File: config.mk
export PLATFORM = sky130hd
export DESIGN_NAME = resp_stream_parser_unit_flat
export DESIGN_NICKNAME = d
export VERILOG_FILES = /design/src/hw/rtl/rsp_pkg.sv /design/src/hw/rtl/rsp_byte_if.sv /design/src/hw/rtl/rsp_res_if.sv /design/src/hw/rtl/rsp_cfg_if.sv /design/src/hw/rtl/resp_stream_parser_unit.sv /design/src/hw/rtl/rsp_stack.sv /design/src/hw/rtl/rsp_core.sv /design/src/hw/rtl/rsp_resq.sv /design/src/flat_wrapper.sv
export SDC_FILE = /design/constraint.sdc
export NUM_CORES = 2
export LEC_CHECK = 0
export BUFFER_PORTS_ARGS = -buffer_cell sky130_fd_sc_hd__buf_2
export CAP_MARGIN = 5
export CORE_ASPECT_RATIO = 0.5
export CORE_MARGIN = 3
export CORE_UTILIZATION = 57
export CTS_BUF_LIST = sky130_fd_sc_hd__clkbuf_8
export DETAILED_ROUTE_END_ITERATION = 6
export PLACE_DENSITY = 0.74
export SLEW_MARGIN = 20
export SYNTH_ARGS = -nofsm -noshare
export SYNTH_HDL_FRONTEND = slang
export SYNTH_SLANG_ARGS = --single-unit
File: constraint.sdc
create_clock -name clk -period 13.4 [get_ports clk]
set_input_delay 1.34 -clock clk [delete_from_list [all_inputs] [get_ports clk]]
set_output_delay 1.34 -clock clk [all_outputs]
set_load 0.05 [all_outputs]
File: src/hw/rtl/rsp_pkg.sv
// Shared types, codes and constants of the RESP2 stream parser.
package rsp_pkg;

    localparam int MAX_DEPTH   = 8;
    localparam int COUNT_WIDTH = 32;
    localparam int LVL_W       = $clog2(MAX_DEPTH + 1);
    localparam int CFG_W       = 32;
    localparam int CFG_IDX_W   = 1;
    localparam int RQ_DEPTH    = 4;
    localparam int RQ_PTR_W    = $clog2(RQ_DEPTH);
    localparam int RQ_CNT_W    = $clog2(RQ_DEPTH + 1);

    localparam logic [CFG_W-1:0] MAX_BULK_RST  = 32'd536870912;
    localparam logic [CFG_W-1:0] MAX_ARRAY_RST = 32'd1048576;

    localparam logic [CFG_IDX_W-1:0] REG_MAX_BULK  = 1'd0;
    localparam logic [CFG_IDX_W-1:0] REG_MAX_ARRAY = 1'd1;

    localparam logic [7:0] CH_CR    = 8'h0d;
    localparam logic [7:0] CH_LF    = 8'h0a;
    localparam logic [7:0] CH_PLUS  = 8'h2b;
    localparam logic [7:0] CH_MINUS = 8'h2d;
    localparam logic [7:0] CH_COLON = 8'h3a;
    localparam logic [7:0] CH_DOLL  = 8'h24;
    localparam logic [7:0] CH_STAR  = 8'h2a;
    localparam logic [7:0] CH_ZERO  = 8'h30;
    localparam logic [7:0] CH_NINE  = 8'h39;

    typedef logic [LVL_W-1:0]       lvl_t;
    typedef logic [COUNT_WIDTH-1:0] count_t;

    typedef enum logic [3:0] {
        M_IDLE       = 4'd0,
        M_SIMPLE     = 4'd1,
        M_ERROR      = 4'd2,
        M_INT_START  = 4'd3,
        M_INT_DIG    = 4'd4,
        M_BLEN_START = 4'd5,
        M_BLEN_DIG   = 4'd6,
        M_ALEN_START = 4'd7,
        M_ALEN_DIG   = 4'd8,
        M_INT_TAIL   = 4'd9,
        M_BLEN_TAIL  = 4'd10,
        M_ALEN_TAIL  = 4'd11,
        M_BULK_DATA  = 4'd12,
        M_BULK_TAIL  = 4'd13
    } mode_t;

    typedef enum logic [3:0] {
        EV_SIMPLE_BYTE = 4'd0,
        EV_ERROR_BYTE  = 4'd1,
        EV_BULK_BYTE   = 4'd2,
        EV_SIMPLE_END  = 4'd3,
        EV_ERROR_END   = 4'd4,
        EV_BULK_END    = 4'd5,
        EV_INTEGER     = 4'd6,
        EV_ARRAY       = 4'd7,
        EV_NULL        = 4'd8,
        EV_MALFORMED   = 4'd9
    } ev_t;

    typedef struct packed {
        logic [3:0]         event_res;
        logic [7:0]         out_byte;
        logic signed [63:0] int_value;
        logic [3:0]         nest_depth;
        logic [3:0]         levels_closed;
        logic               message_done;
        logic               last;
    } result_t;

    typedef struct packed {
        logic   clear;
        logic   pop;
        logic   push;
        count_t count;
    } stk_cmd_t;

    typedef struct packed {
        lvl_t level;
        lvl_t closed;
        logic full;
    } stk_stat_t;

    function automatic result_t mk_res(ev_t ev, logic [7:0] b, logic [63:0] v,
                                       lvl_t depth, lvl_t closed, logic done);
        result_t r;
        r.event_res     = ev;
        r.out_byte      = b;
        r.int_value     = v;
        r.nest_depth    = 4'(depth);
        r.levels_closed = 4'(closed);
        r.message_done  = done;
        r.last          = 1'b0;
        return r;
    endfunction

endpackage

File: src/hw/rtl/rsp_byte_if.sv
// Input byte channel.
interface rsp_byte_if
    import rsp_pkg::*;
();
    logic       valid;
    logic       ready;
    logic [7:0] rx_byte;

    modport source (output valid, output rx_byte, input ready);
    modport sink   (input valid, input rx_byte, output ready);
endinterface

File: src/hw/rtl/rsp_res_if.sv
// Result token channel.
interface rsp_res_if
    import rsp_pkg::*;
();
    logic               valid;
    logic               ready;
    logic [3:0]         event_res;
    logic [7:0]         out_byte;
    logic signed [63:0] int_value;
    logic [3:0]         nest_depth;
    logic [3:0]         levels_closed;
    logic               message_done;
    logic               last;

    modport source (output valid, output event_res, output out_byte, output int_value,
                    output nest_depth, output levels_closed, output message_done,
                    output last, input ready);
    modport sink   (input valid, input event_res, input out_byte, input int_value,
                    input nest_depth, input levels_closed, input message_done,
                    input last, output ready);
endinterface

File: src/hw/rtl/rsp_cfg_if.sv
// Configuration write channel.
interface rsp_cfg_if
    import rsp_pkg::*;
();
    logic                 valid;
    logic                 ready;
    logic [CFG_IDX_W-1:0] index;
    logic [CFG_W-1:0]     data;

    modport source (output valid, output index, output data, input ready);
    modport sink   (input valid, input index, input data, output ready);
endinterface

File: src/hw/rtl/resp_stream_parser_unit.sv
// Top level of the RESP2 stream parser.
//
//  channel | dir | payload                                     | accepted when
//  rx      | in  | rx_byte                                     | valid && ready
//  res     | out | event_res out_byte int_value nest_depth     | valid && ready
//          |     | levels_closed message_done last             |
//  cfg     | in  | index data                                  | valid && ready
//
// One byte per cycle while the result queue has room: a byte lands in the
// input register, is parsed by a single combinational pass once two queue
// slots are free, and its tokens are written to a four-word result queue.
// A byte yields up to two tokens; the queue drains one word per cycle while
// the receiver is ready, and parsing stalls while fewer than two slots are free.
// Reset brings the parser to idle with an empty stack; no clearing pass.
module resp_stream_parser_unit
    import rsp_pkg::*;
(
    input  logic       clk,
    input  logic       rst_n,
    rsp_byte_if.sink   rx,
    rsp_res_if.source  res,
    rsp_cfg_if.sink    cfg
);

    logic       space2;
    logic [1:0] wr_n;
    result_t    wr0, wr1;

    rsp_core u_core (
        .clk    (clk),
        .rst_n  (rst_n),
        .rx     (rx),
        .cfg    (cfg),
        .space2 (space2),
        .wr_n   (wr_n),
        .wr0    (wr0),
        .wr1    (wr1)
    );

    rsp_resq u_resq (
        .clk    (clk),
        .rst_n  (rst_n),
        .wr_n   (wr_n),
        .wr0    (wr0),
        .wr1    (wr1),
        .space2 (space2),
        .res    (res)
    );

endmodule

File: src/hw/rtl/rsp_stack.sv
// Array nesting stack of remaining-element counts with parallel pop cascade.
module rsp_stack
    import rsp_pkg::*;
(
    input  logic      clk,
    input  logic      rst_n,
    input  stk_cmd_t  cmd,
    output stk_stat_t stat
);

    lvl_t   level_reg, level_next;
    count_t cnt_reg [MAX_DEPTH];
    count_t cnt_next [MAX_DEPTH];
    lvl_t   closed;
    lvl_t   after_pop;

    // Run of entries holding one, counted down from the top of the stack.
    always_comb
    begin
        logic run;
        run    = 1'b1;
        closed = '0;
        for (int i = MAX_DEPTH - 1; i >= 0; i--)
        begin
            if (LVL_W'(i) < level_reg)
            begin
                run = run & (cnt_reg[i] == count_t'(1));
                if (run)
                    closed = closed + lvl_t'(1);
            end
        end
    end

    assign after_pop   = level_reg - closed;
    assign stat.level  = level_reg;
    assign stat.closed = closed;
    assign stat.full   = (level_reg >= lvl_t'(MAX_DEPTH));

    always_comb
    begin
        level_next = level_reg;
        for (int i = 0; i < MAX_DEPTH; i++)
            cnt_next[i] = cnt_reg[i];
        priority if (cmd.clear)
        begin
            level_next = '0;
        end
        else if (cmd.push)
        begin
            for (int i = 0; i < MAX_DEPTH; i++)
                if (LVL_W'(i) == level_reg)
                    cnt_next[i] = cmd.count;
            level_next = level_reg + lvl_t'(1);
        end
        else if (cmd.pop)
        begin
            level_next = after_pop;
            for (int i = 0; i < MAX_DEPTH; i++)
                if (after_pop != '0 && LVL_W'(i) == after_pop - lvl_t'(1))
                    cnt_next[i] = cnt_reg[i] - count_t'(1);
        end
    end

    always_ff @(posedge clk or negedge rst_n)
    begin
        if (!rst_n)
            level_reg <= '0;
        else
            level_reg <= level_next;
    end

    always_ff @(posedge clk)
    begin
        for (int i = 0; i < MAX_DEPTH; i++)
            cnt_reg[i] <= cnt_next[i];
    end

endmodule

File: src/hw/rtl/rsp_core.sv
// Parser core: input register, config registers, mode decode and token build.
module rsp_core
    import rsp_pkg::*;
(
    input  logic            clk,
    input  logic            rst_n,
    rsp_byte_if.sink        rx,
    rsp_cfg_if.sink         cfg,
    input  logic            space2,
    output logic [1:0]      wr_n,
    output result_t         wr0,
    output result_t         wr1
);

    typedef struct packed {
        logic  mal;
        logic  fin;
        logic  push;
        ev_t   fin_ev;
        logic  [63:0] fin_val;
        logic  num_first;
        mode_t dig_mode;
        mode_t tail_mode;
    } act_t;

    logic        ivld_reg, ivld_next;
    logic [7:0]  byte_reg;
    logic        proc;
    logic        load;

    logic [CFG_W-1:0] max_bulk_reg;
    logic [CFG_W-1:0] max_array_reg;

    mode_t       mode_reg, mode_next;
    logic [63:0] acc_reg, acc_next;
    logic        neg_reg, neg_next;
    logic        seen_reg, seen_next;
    logic        skip_reg, skip_next;
    logic        cr_reg, cr_next;
    logic [31:0] bulk_reg, bulk_next;

    stk_cmd_t    scmd;
    stk_stat_t   sstat;
    act_t        act;

    logic        is_digit;
    logic        is_sign;
    logic [63:0] acc_x10;
    logic [63:0] num_val;
    logic        is_null;
    logic        bulk_bad;
    logic        arr_bad;
    logic        line_simple;
    logic        done;
    logic [1:0]  n;
    result_t     r0, r1;

    assign load     = rx.valid && rx.ready;
    assign proc     = ivld_reg && space2;
    assign rx.ready = !ivld_reg || space2;
    assign cfg.ready = 1'b1;

    assign ivld_next = load ? 1'b1 : (proc ? 1'b0 : ivld_reg);

    assign is_digit = (byte_reg >= CH_ZERO) && (byte_reg <= CH_NINE);
    assign is_sign  = (byte_reg == CH_MINUS) || (byte_reg == CH_PLUS);
    assign acc_x10  = {acc_reg[60:0], 3'b000} + {acc_reg[62:0], 1'b0}
                      + {60'd0, byte_reg[3:0]};
    assign num_val  = neg_reg ? (64'd0 - acc_reg) : acc_reg;
    assign is_null  = (num_val == '1);
    assign bulk_bad = num_val[63] || (num_val > {32'd0, max_bulk_reg});
    assign arr_bad  = num_val[63] || (num_val > {32'd0, max_array_reg})
                      || (|num_val[63:COUNT_WIDTH]);
    assign line_simple = (mode_reg == M_SIMPLE);
    assign done     = (sstat.closed == sstat.level);

    rsp_stack u_stack (
        .clk   (clk),
        .rst_n (rst_n),
        .cmd   (scmd),
        .stat  (sstat)
    );

    // Decode of what this byte does: malformed, value complete, or array push.
    always_comb
    begin
        act.mal       = 1'b0;
        act.fin       = 1'b0;
        act.push      = 1'b0;
        act.fin_ev    = EV_INTEGER;
        act.fin_val   = '0;
        act.num_first = 1'b0;
        act.dig_mode  = M_INT_DIG;
        act.tail_mode = M_INT_TAIL;
        unique case (mode_reg)
            M_INT_START, M_INT_DIG:
            begin
                act.num_first = (mode_reg == M_INT_START);
            end
            M_BLEN_START, M_BLEN_DIG:
            begin
                act.num_first = (mode_reg == M_BLEN_START);
                act.dig_mode  = M_BLEN_DIG;
                act.tail_mode = M_BLEN_TAIL;
            end
            M_ALEN_START, M_ALEN_DIG:
            begin
                act.num_first = (mode_reg == M_ALEN_START);
                act.dig_mode  = M_ALEN_DIG;
                act.tail_mode = M_ALEN_TAIL;
            end
            default:
            begin
            end
        endcase

        unique case (mode_reg)
            M_IDLE:
                act.mal = !(is_sign || byte_reg == CH_COLON || byte_reg == CH_DOLL
                            || byte_reg == CH_STAR);
            M_SIMPLE, M_ERROR:
            begin
                act.fin    = cr_reg && (byte_reg == CH_LF);
                act.fin_ev = line_simple ? EV_SIMPLE_END : EV_ERROR_END;
            end
            M_INT_START, M_INT_DIG, M_BLEN_START, M_BLEN_DIG, M_ALEN_START, M_ALEN_DIG:
                act.mal = !is_digit && !(act.num_first && is_sign) && !seen_reg;
            M_INT_TAIL:
            begin
                act.fin     = 1'b1;
                act.fin_ev  = EV_INTEGER;
                act.fin_val = num_val;
            end
            M_BLEN_TAIL:
            begin
                act.fin    = is_null;
                act.fin_ev = EV_NULL;
                act.mal    = !is_null && bulk_bad;
            end
            M_ALEN_TAIL:
            begin
                priority if (is_null)
                begin
                    act.fin    = 1'b1;
                    act.fin_ev = EV_NULL;
                end
                else if (arr_bad)
                    act.mal = 1'b1;
                else if (num_val == '0)
                begin
                    act.fin    = 1'b1;
                    act.fin_ev = EV_ARRAY;
                end
                else if (sstat.full)
                    act.mal = 1'b1;
                else
                    act.push = 1'b1;
            end
            M_BULK_DATA:
            begin
            end
            M_BULK_TAIL:
            begin
                act.fin    = !skip_reg;
                act.fin_ev = EV_BULK_END;
            end
            default:
                act.mal = 1'b1;
        endcase
    end

    // Next state.
    always_comb
    begin
        mode_next = mode_reg;
        acc_next  = acc_reg;
        neg_next  = neg_reg;
        seen_next = seen_reg;
        skip_next = skip_reg;
        cr_next   = cr_reg;
        bulk_next = bulk_reg;
        if (proc)
        begin
            if (act.mal)
            begin
                mode_next = M_IDLE;
                acc_next  = '0;
                neg_next  = 1'b0;
                seen_next = 1'b0;
                skip_next = 1'b0;
                cr_next   = 1'b0;
                bulk_next = '0;
            end
            else
            begin
                unique case (mode_reg)
                    M_IDLE:
                    begin
                        acc_next  = '0;
                        neg_next  = 1'b0;
                        seen_next = 1'b0;
                        cr_next   = 1'b0;
                        priority if (byte_reg == CH_PLUS)
                            mode_next = M_SIMPLE;
                        else if (byte_reg == CH_MINUS)
                            mode_next = M_ERROR;
                        else if (byte_reg == CH_COLON)
                            mode_next = M_INT_START;
                        else if (byte_reg == CH_DOLL)
                            mode_next = M_BLEN_START;
                        else
                            mode_next = M_ALEN_START;
                    end
                    M_SIMPLE, M_ERROR:
                    begin
                        if (cr_reg)
                        begin
                            if (byte_reg != CH_CR)
                                cr_next = 1'b0;
                            if (act.fin)
                                mode_next = M_IDLE;
                        end
                        else if (byte_reg == CH_CR)
                            cr_next = 1'b1;
                    end
                    M_INT_START, M_INT_DIG, M_BLEN_START, M_BLEN_DIG,
                    M_ALEN_START, M_ALEN_DIG:
                    begin
                        priority if (is_digit)
                        begin
                            acc_next  = acc_x10;
                            seen_next = 1'b1;
                            mode_next = act.dig_mode;
                        end
                        else if (act.num_first && is_sign)
                        begin
                            neg_next  = (byte_reg == CH_MINUS);
                            mode_next = act.dig_mode;
                        end
                        else
                            mode_next = act.tail_mode;
                    end
                    M_BLEN_TAIL:
                    begin
                        if (act.fin)
                            mode_next = M_IDLE;
                        else
                        begin
                            bulk_next = num_val[31:0];
                            skip_next = 1'b1;
                            mode_next = (num_val[31:0] != '0) ? M_BULK_DATA : M_BULK_TAIL;
                        end
                    end
                    M_BULK_DATA:
                    begin
                        bulk_next = bulk_reg - 32'd1;
                        if (bulk_reg == 32'd1)
                        begin
                            mode_next = M_BULK_TAIL;
                            skip_next = 1'b1;
                        end
                    end
                    M_BULK_TAIL:
                    begin
                        skip_next = 1'b0;
                        if (act.fin)
                            mode_next = M_IDLE;
                    end
                    default:
                        mode_next = M_IDLE;
                endcase
            end
        end
    end

    // Outputs: tokens for the result queue and stack commands.
    always_comb
    begin
        logic [3:0] cev;
        cev = line_simple ? EV_SIMPLE_BYTE : EV_ERROR_BYTE;
        n   = 2'd0;
        r0  = mk_res(EV_MALFORMED, '0, '0, sstat.level, '0, 1'b0);
        r1  = r0;
        priority if (act.mal)
            n = 2'd1;
        else if (act.fin)
        begin
            n  = 2'd1;
            r0 = mk_res(act.fin_ev, '0, act.fin_val, sstat.level, sstat.closed, done);
        end
        else if (act.push)
        begin
            n  = 2'd1;
            r0 = mk_res(EV_ARRAY, '0, num_val, sstat.level, '0, 1'b0);
        end
        else if (mode_reg == M_SIMPLE || mode_reg == M_ERROR)
        begin
            if (cr_reg)
            begin
                // Held CR goes out as content, ahead of this byte.
                r0 = mk_res(ev_t'(cev), CH_CR, '0, sstat.level, '0, 1'b0);
                r1 = mk_res(ev_t'(cev), byte_reg, '0, sstat.level, '0, 1'b0);
                n  = (byte_reg == CH_CR) ? 2'd1 : 2'd2;
            end
            else if (byte_reg != CH_CR)
            begin
                r0 = mk_res(ev_t'(cev), byte_reg, '0, sstat.level, '0, 1'b0);
                n  = 2'd1;
            end
        end
        else if (mode_reg == M_BULK_DATA)
        begin
            r0 = mk_res(EV_BULK_BYTE, byte_reg, '0, sstat.level, '0, 1'b0);
            n  = 2'd1;
        end
        r0.last = (n == 2'd1);
        r1.last = 1'b1;

        scmd.clear = proc && act.mal;
        scmd.pop   = proc && act.fin;
        scmd.push  = proc && act.push;
        scmd.count = num_val[COUNT_WIDTH-1:0];
    end

    assign wr_n = proc ? n : 2'd0;
    assign wr0  = r0;
    assign wr1  = r1;

    always_ff @(posedge clk or negedge rst_n)
    begin
        if (!rst_n)
        begin
            ivld_reg      <= 1'b0;
            max_bulk_reg  <= MAX_BULK_RST;
            max_array_reg <= MAX_ARRAY_RST;
            mode_reg      <= M_IDLE;
            acc_reg       <= '0;
            neg_reg       <= 1'b0;
            seen_reg      <= 1'b0;
            skip_reg      <= 1'b0;
            cr_reg        <= 1'b0;
            bulk_reg      <= '0;
        end
        else
        begin
            ivld_reg <= ivld_next;
            mode_reg <= mode_next;
            acc_reg  <= acc_next;
            neg_reg  <= neg_next;
            seen_reg <= seen_next;
            skip_reg <= skip_next;
            cr_reg   <= cr_next;
            bulk_reg <= bulk_next;
            if (cfg.valid)
            begin
                unique case (cfg.index)
                    REG_MAX_BULK:  max_bulk_reg  <= cfg.data;
                    REG_MAX_ARRAY: max_array_reg <= cfg.data;
                    default:
                    begin
                    end
                endcase
            end
        end
    end

    always_ff @(posedge clk)
    begin
        if (load)
            byte_reg <= rx.rx_byte;
    end

endmodule

File: src/hw/rtl/rsp_resq.sv
// Result queue: takes up to two tokens a cycle, hands out one a cycle while the receiver is ready.
module rsp_resq
    import rsp_pkg::*;
(
    input  logic       clk,
    input  logic       rst_n,
    input  logic [1:0] wr_n,
    input  result_t    wr0,
    input  result_t    wr1,
    output logic       space2,
    rsp_res_if.source  res
);

    result_t               q_mem [RQ_DEPTH];
    logic [RQ_PTR_W-1:0]   wr_ptr_reg, rd_ptr_reg;
    logic [RQ_CNT_W-1:0]   cnt_reg, cnt_next;
    logic                  pop;
    result_t               head;

    assign pop    = res.valid && res.ready;
    assign space2 = (cnt_reg <= RQ_CNT_W'(RQ_DEPTH - 2));
    assign head   = q_mem[rd_ptr_reg];

    assign res.valid         = (cnt_reg != '0);
    assign res.event_res     = head.event_res;
    assign res.out_byte      = head.out_byte;
    assign res.int_value     = head.int_value;
    assign res.nest_depth    = head.nest_depth;
    assign res.levels_closed = head.levels_closed;
    assign res.message_done  = head.message_done;
    assign res.last          = head.last;

    assign cnt_next = cnt_reg + RQ_CNT_W'(wr_n) - RQ_CNT_W'(pop);

    always_ff @(posedge clk or negedge rst_n)
    begin
        if (!rst_n)
        begin
            wr_ptr_reg <= '0;
            rd_ptr_reg <= '0;
            cnt_reg    <= '0;
        end
        else
        begin
            wr_ptr_reg <= wr_ptr_reg + RQ_PTR_W'(wr_n);
            rd_ptr_reg <= rd_ptr_reg + RQ_PTR_W'(pop);
            cnt_reg    <= cnt_next;
        end
    end

    always_ff @(posedge clk)
    begin
        if (wr_n != 2'd0)
            q_mem[wr_ptr_reg] <= wr0;
        if (wr_n == 2'd2)
            q_mem[wr_ptr_reg + RQ_PTR_W'(1)] <= wr1;
    end

endmodule

File: src/flat_wrapper.sv
// flat-port wrapper written by rule: the top's interface ports become plain ports
module resp_stream_parser_unit_flat import rsp_pkg::*;
  (clk, rst_n, rx_valid, rx_rx_byte, rx_ready, res_valid, res_event_res, res_out_byte, res_int_value, res_nest_depth, res_levels_closed, res_message_done, res_last, res_ready, cfg_valid, cfg_index, cfg_data, cfg_ready);
  rsp_byte_if rx_i ();
  rsp_res_if res_i ();
  rsp_cfg_if cfg_i ();
  input  logic clk;
  input  logic rst_n;
  input wire logic [$bits(rx_i.valid)-1:0] rx_valid;
  input wire logic [$bits(rx_i.rx_byte)-1:0] rx_rx_byte;
  output wire logic [$bits(rx_i.ready)-1:0] rx_ready;
  output wire logic [$bits(res_i.valid)-1:0] res_valid;
  output wire logic [$bits(res_i.event_res)-1:0] res_event_res;
  output wire logic [$bits(res_i.out_byte)-1:0] res_out_byte;
  output wire logic [$bits(res_i.int_value)-1:0] res_int_value;
  output wire logic [$bits(res_i.nest_depth)-1:0] res_nest_depth;
  output wire logic [$bits(res_i.levels_closed)-1:0] res_levels_closed;
  output wire logic [$bits(res_i.message_done)-1:0] res_message_done;
  output wire logic [$bits(res_i.last)-1:0] res_last;
  input wire logic [$bits(res_i.ready)-1:0] res_ready;
  input wire logic [$bits(cfg_i.valid)-1:0] cfg_valid;
  input wire logic [$bits(cfg_i.index)-1:0] cfg_index;
  input wire logic [$bits(cfg_i.data)-1:0] cfg_data;
  output wire logic [$bits(cfg_i.ready)-1:0] cfg_ready;
  assign rx_i.valid = rx_valid;
  assign rx_i.rx_byte = rx_rx_byte;
  assign rx_ready = rx_i.ready;
  assign res_valid = res_i.valid;
  assign res_event_res = res_i.event_res;
  assign res_out_byte = res_i.out_byte;
  assign res_int_value = res_i.int_value;
  assign res_nest_depth = res_i.nest_depth;
  assign res_levels_closed = res_i.levels_closed;
  assign res_message_done = res_i.message_done;
  assign res_last = res_i.last;
  assign res_i.ready = res_ready;
  assign cfg_i.valid = cfg_valid;
  assign cfg_i.index = cfg_index;
  assign cfg_i.data = cfg_data;
  assign cfg_ready = cfg_i.ready;
  resp_stream_parser_unit u_core (.clk(clk), .rst_n(rst_n), .rx(rx_i), .res(res_i), .cfg(cfg_i));
endmodule
Yosys cells after proc, flatten, opt, wreduce, memory -nomap -nowiden
Memory sizes are Yosys's and may differ from the RTL's.
Index checks and enable logic that the tools add are counted.
Storage, ports and cells
  flip-flop bits (word level): 188
  bits in writable memories: 600
  output and inout port bits: 89
  word-level logic and storage cells: 314
  memories kept: 2
Cells by class
  $add $sub $neg: 27
  $lt $le $gt $ge: 14
  equality and inequality tests: 54
  muxes and demuxes: 129
  bitwise gates (word level): 8
  reduce and logical (&&, ||, !) cells: 65
Memory list
  u_core.u_resq.q_mem: words 4, width 86, rd ports 1, clocked after memory_dff 0, wr ports 2, line rsp_resq.sv:14  | result_t q_mem [RQ_DEPTH];
  u_core.u_core.u_stack.cnt_reg: words 8, width 32, rd ports 8, clocked after memory_dff 0, wr ports 8, line rsp_stack.sv:12  | count_t cnt_reg [MAX_DEPTH];
Operators with widths (number)
  86-bit 2-to-1 mux: 12
  256-bit 2-to-1 mux: 3
  32-bit 2-to-1 mux: 18
  32-bit by 1-bit equality test with 1-bit output (second input constant): 9
  32-bit by 1-bit subtractor with 32-bit output (second input constant): 9
  64-bit 2-to-1 mux: 4
  64-bit by 32-bit greater-than comparator with 1-bit output: 2
  64-bit case mux with 2 select lines: 1
  4-bit 2-to-1 mux: 25
  64-bit by 4-bit adder with 64-bit output: 1
  64-bit adder: 1
  64-bit equality test (second input constant): 1
  64-bit logical NOT: 1
  32-bit case mux with 2 select lines: 1
  1-bit by 64-bit subtractor with 64-bit output (first input constant): 1
  1-bit 2-to-1 mux: 42
  8-bit by 6-bit equality test with 1-bit output (second input constant): 5
  4-bit by 1-bit adder with 4-bit output (second input constant): 8
  3-bit by 4-bit equality test with 1-bit output (first input constant): 8
  32-bit nonzero test: 1
  32-bit OR reduction: 1
  4-bit equality test (second input constant): 6
  4-bit case mux with 6 select lines: 1
  1-bit logical AND: 20
  other kinds (47): 116

Logic depth before layout (Yosys ltp)
An unclocked memory read counts as a cell.
  word-level depth: 33
  gate-level depth with buffers: 34

Hierarchy
Synthesis repeated with hierarchy kept, for this count alone.
Unflattened totals
  cell total of the unflattened synthesis: 4549
  area total of the unflattened synthesis: 50639.8 µm²
By module, submodules not included
  rsp_core: times used 1, cells each 2189, area each 17981.0 µm², sequential area each 4471.8 µm²
  rsp_resq: times used 1, cells each 873, area each 17232.8 µm², sequential area each 10505.1 µm²
  rsp_stack: times used 1, cells each 1487, area each 15426.0 µm², sequential area each 7787.5 µm²

Worst setup path before layout
OpenSTA, ideal clock, no wires.
  path kind: flip-flop to flip-flop
  start: memory u_core.u_core.u_stack.cnt_reg[1][105] (netlist name)
  end: memory u_core.u_core.u_stack.cnt_reg[0][32] (netlist name) (enable)
  setup time: 0.472 ns
  data arrival time: 9.321 ns
  required time: 12.928 ns
  path slack: 3.607 ns
  cell stages (with the launch flop): 33
  buffers on the path: 0
  cell sequence: edfxtp_1 -> nor4_1 -> nand2_1 -> o41ai_1 -> and2_1 -> ha_1 -> nand2_1 -> clkinv_1 -> ha_1 -> o21ai_0 -> o21ai_0 -> ha_1 -> mux2i_1 -> inv_1 -> ha_1 -> nand4_1 -> o21ai_0 -> ha_1 -> nand2_1 -> nand2_1 -> ha_1 -> nand3_1 -> a2111oi_0 -> a31oi_1 -> nand2_1 -> ha_1 -> o21ai_0 -> ha_1 -> a21o_1 -> a21oi_1 -> xnor2_1 -> nand2_1 -> o32ai_1
RTL lines (line)
  from (decl): rsp_stack.sv:12

==> summary.txt <==
outcome -> complete, no violations
main flop type after synthesis -> edfxtp_1
Final Critical Period -> 9500 ps
vias in the first global route -> 38500
Setup crit end -> u_core.u_core.u_stack.cnt_reg[0][56]
Post-DP HPWL -> 95500 microns
cell-internal power -> 4.39 mW
Hold Vio Cnt, Final -> 0
Post-Route WL -> 144000 microns
Setup Buffers After CTS -> 0
Final Net Count -> 5362
Cells on Worst Hold Path -> 2
reg-to-reg slack, setup -> 3900 ps
clk slew on worst S/H paths -> 70 ps
placed cell count -> 6071
later-pin clock latency in the skew report -> 850 ps
clock root buffer -> clkbuf_8
Yosys top cell by area -> edfxtp_1
pin count of the biggest net entering global routing -> 105
initial antenna violation count -> 3
Crit path largest cell delay -> 780 ps
CTS Sinks -> 788
drt initial violations -> 4785
IO buf count -> 133
switch share -> 38.1%
Worst Slack Setup Final -> 3900 ps
most frequent cells in the layout -> nand2_1, a21oi_1, nor2_1
num rows -> 74
crit-path max FO -> 32
setup_tns -> 0 ps
max cap viols -> 0
Area growth syn-to-layout -> 8.51%
CP endpoint kind -> flip-flop
Clk pwr share -> 30.2%
worst slew pin tran -> 1120 ps
post_cts resized -> 0
standard cell core area -> 81900 sq um
Tcrit/Tclk final -> 70.9%
CP Data Arrival Time -> 9980 ps
ranking of synthesized cells by area -> edfxtp_1, dfxtp_1, dfrtp_1
All-Layer GR Usage -> 32.5%
vias -> 40400
DIE HEIGHT -> 210 microns
cells after synthesis -> 5050
Cell Area, Synth -> 47400 sq um
most frequent CP cell -> ha_1
Finish-stage setup viols -> 0
Distinct cells, synth -> 97
Hold Slack -> 453 ps
RSZ-0062 raised after global routing -> no
DRT Pass-1 Iters -> 6
Comb pwr share -> 31.0%
top-area cell type share of the netlist area -> 20.3%
sequential share of power -> 38.8%
Cell Count, Final, Fillers Out -> 6291
Syn. warnings -> 0
r2r startpoint -> u_core.u_core.u_stack.cnt_reg[1][105]
Data required, critical path -> 13880 ps
post-synth net total -> 5327
Filler cells -> 6742
Via-to-Cell Ratio -> 6.42
Die Width -> 414 microns
Initial Util -> 57.8%
Startpoint Class -> flip-flop
synthesized area per cell -> 9.38 sq um
DRC -> 0
sw power -> 2.70 mW
Worst Hold Class -> flip-flop to flip-flop
grt total ovfl -> 0
first-pass GRT wire length -> 222000 microns
Final Slew Violations -> 0
most common cell after layout, fill and taps aside -> nand2_1
CTS Hold Bufs -> 0
Post-synth EDFFs -> 320
DIE AREA -> 86800 sq um
CP max-delay cell -> nor4_1
reg2reg end -> u_core.u_core.u_stack.cnt_reg[0][56]
CTS tree -> yes
Seq/Total Area, Yosys -> 42.0%
maximum vdd drop -> 0.109 mV
Synth Register Bits -> 788
CTS Buffer Depth -> 3
Worst Setup SP -> u_core.u_core.u_stack.cnt_reg[1][105]
Rel. slew slack -> 25.3%
layout cell share with drive strength beyond 1 -> 11.7%
Setup CP Type -> flip-flop to flip-flop
maximum clock frequency -> 105 MHz
I/O Pins -> 135
H-tree levels -> 3
Largest register FFs -> 344
pre-CTS setup slack -> 4160 ps
final core occ -> 62.7%
Routability Congestion -> 0.973
number of CTS-inserted buffers -> 113
Worst Skew -> 33.3 ps
Power Dens Cells -> 138 nW/um^2
P_leak -> 20.1 nW
post-DR wirelength/cell -> 22.8 microns
async set-or-reset flop fraction in the synthesized netlist -> 22.8%
Reg2Reg Depth -> 31
antenna viol nets, final -> 0
-- per-layer routing --
metal	routed length, microns	share of wire (%)	track usage [%]	up-vias
met5	13	0.0091	0	-
met4	6310	4.4	13.5	2
met3	12100	8.5	5.82	355
met2	64700	45	50.5	1873
met1	60400	42	45.1	19700
li1	-	-	-	18500
-- final cells by class --
| class | count | area [sq um] | area share [%] |
|---|---|---|---|
| clock buffers | 140 | 1930 | 3.75 |
| clock inverters | 72 | 593 | 1.15 |
| flip-flops and latches | 788 | 19900 | 38.7 |
| well taps | 1102 | 1380 | 2.68 |
| multi-input cells | 3836 | 25800 | 50.3 |
| diodes | 7 | 17.5 | 0.0341 |
| inverters | 147 | 552 | 1.07 |
| repair buffers | 199 | 1190 | 2.32 |
-- power groups by stage --
stage               combinational (mW)  clock, mW  sequential, mW
CTS                               2.11       2.16            2.77
finish                            2.20       2.14            2.75
global placement                  2.08          0            2.82
floorplan                         1.67          0            2.70
detailed placement                2.10          0            2.82
global route                      2.35       2.26            2.76
-- cells by family (layout without fill, tap and decap cells) --
group | Yosys count | after routing | share of synthesized area [%]
AND/OR/NAND/NOR | 1825 | 1825 | 18.4
other | 1 | 8 | 0.00792
adder cells (fa/ha/maj) | 231 | 231 | 6.17
AO/OA/AOI/OAI | 1157 | 1157 | 15.0
XOR/XNOR | 365 | 365 | 6.79
flip-flops | 788 | 788 | 42.0
multiplexers | 257 | 257 | 7.80
buffers and inverters | 426 | 558 | 3.86
-- worst min-delay path by stage --
| stage | slack, ps | to | from |
|---|---|---|---|
| after detailed placement | 450 | u_core.u_resq.q_mem[1][35] | u_core.u_resq.q_mem[1][35] |
| after floorplan | 430 | u_core.u_resq.q_mem[2][5] | u_core.u_resq.q_mem[2][5] |
| after CTS | 460 | u_core.u_resq.q_mem[1][46] | u_core.u_resq.q_mem[1][46] |
| after global routing | 470 | u_core.u_resq.q_mem[0][39] | u_core.u_resq.q_mem[0][39] |
| final | 450 | u_core.u_resq.q_mem[1][46] | u_core.u_resq.q_mem[1][46] |
| after global placement | 440 | u_core.u_resq.q_mem[2][5] | u_core.u_resq.q_mem[2][5] |
-- metrics by stage --
stage	total power [mW]	area (sq um)
2_1_floorplan	4.38	47400
3_3_place_gp	4.89	48800
3_5_place_dp	4.93	48800
4_1_cts	7.05	51300
5_1_grt	7.37	51400
6_report	7.09	51400
-- cells in the mapped netlist, types with 36 or more instances --
cell type / count
nand2_1: 617
a21oi_1: 536
nor2_1: 429
edfxtp_1: 320
dfxtp_1: 288
ha_1: 227
xnor2_1: 211
dfrtp_1: 178
o21ai_0: 175
clkbuf_1: 160
xor2_1: 152
inv_1: 145
nor3_1: 139
mux2i_1: 135
nor4_1: 105
o31ai_1: 94
nand3_1: 87
mux4_2: 86
buf_2: 74
nor2b_1: 73
a21o_1: 63
nand4_1: 60
a31oi_1: 55
or3_1: 52
nand2b_1: 47
or4_1: 40
mux2_2: 36
-- worst max-delay path: cells and delay by family (launching register included) --
family	cells	cell delay, ps
compound gates	9	2750
xor+xnor	3	1260
fa+ha+maj	6	1730
mux	1	180
flops	1	440
buf+inv	3	750
simple gates	9	2010
(Power assumes the default switching activity.)
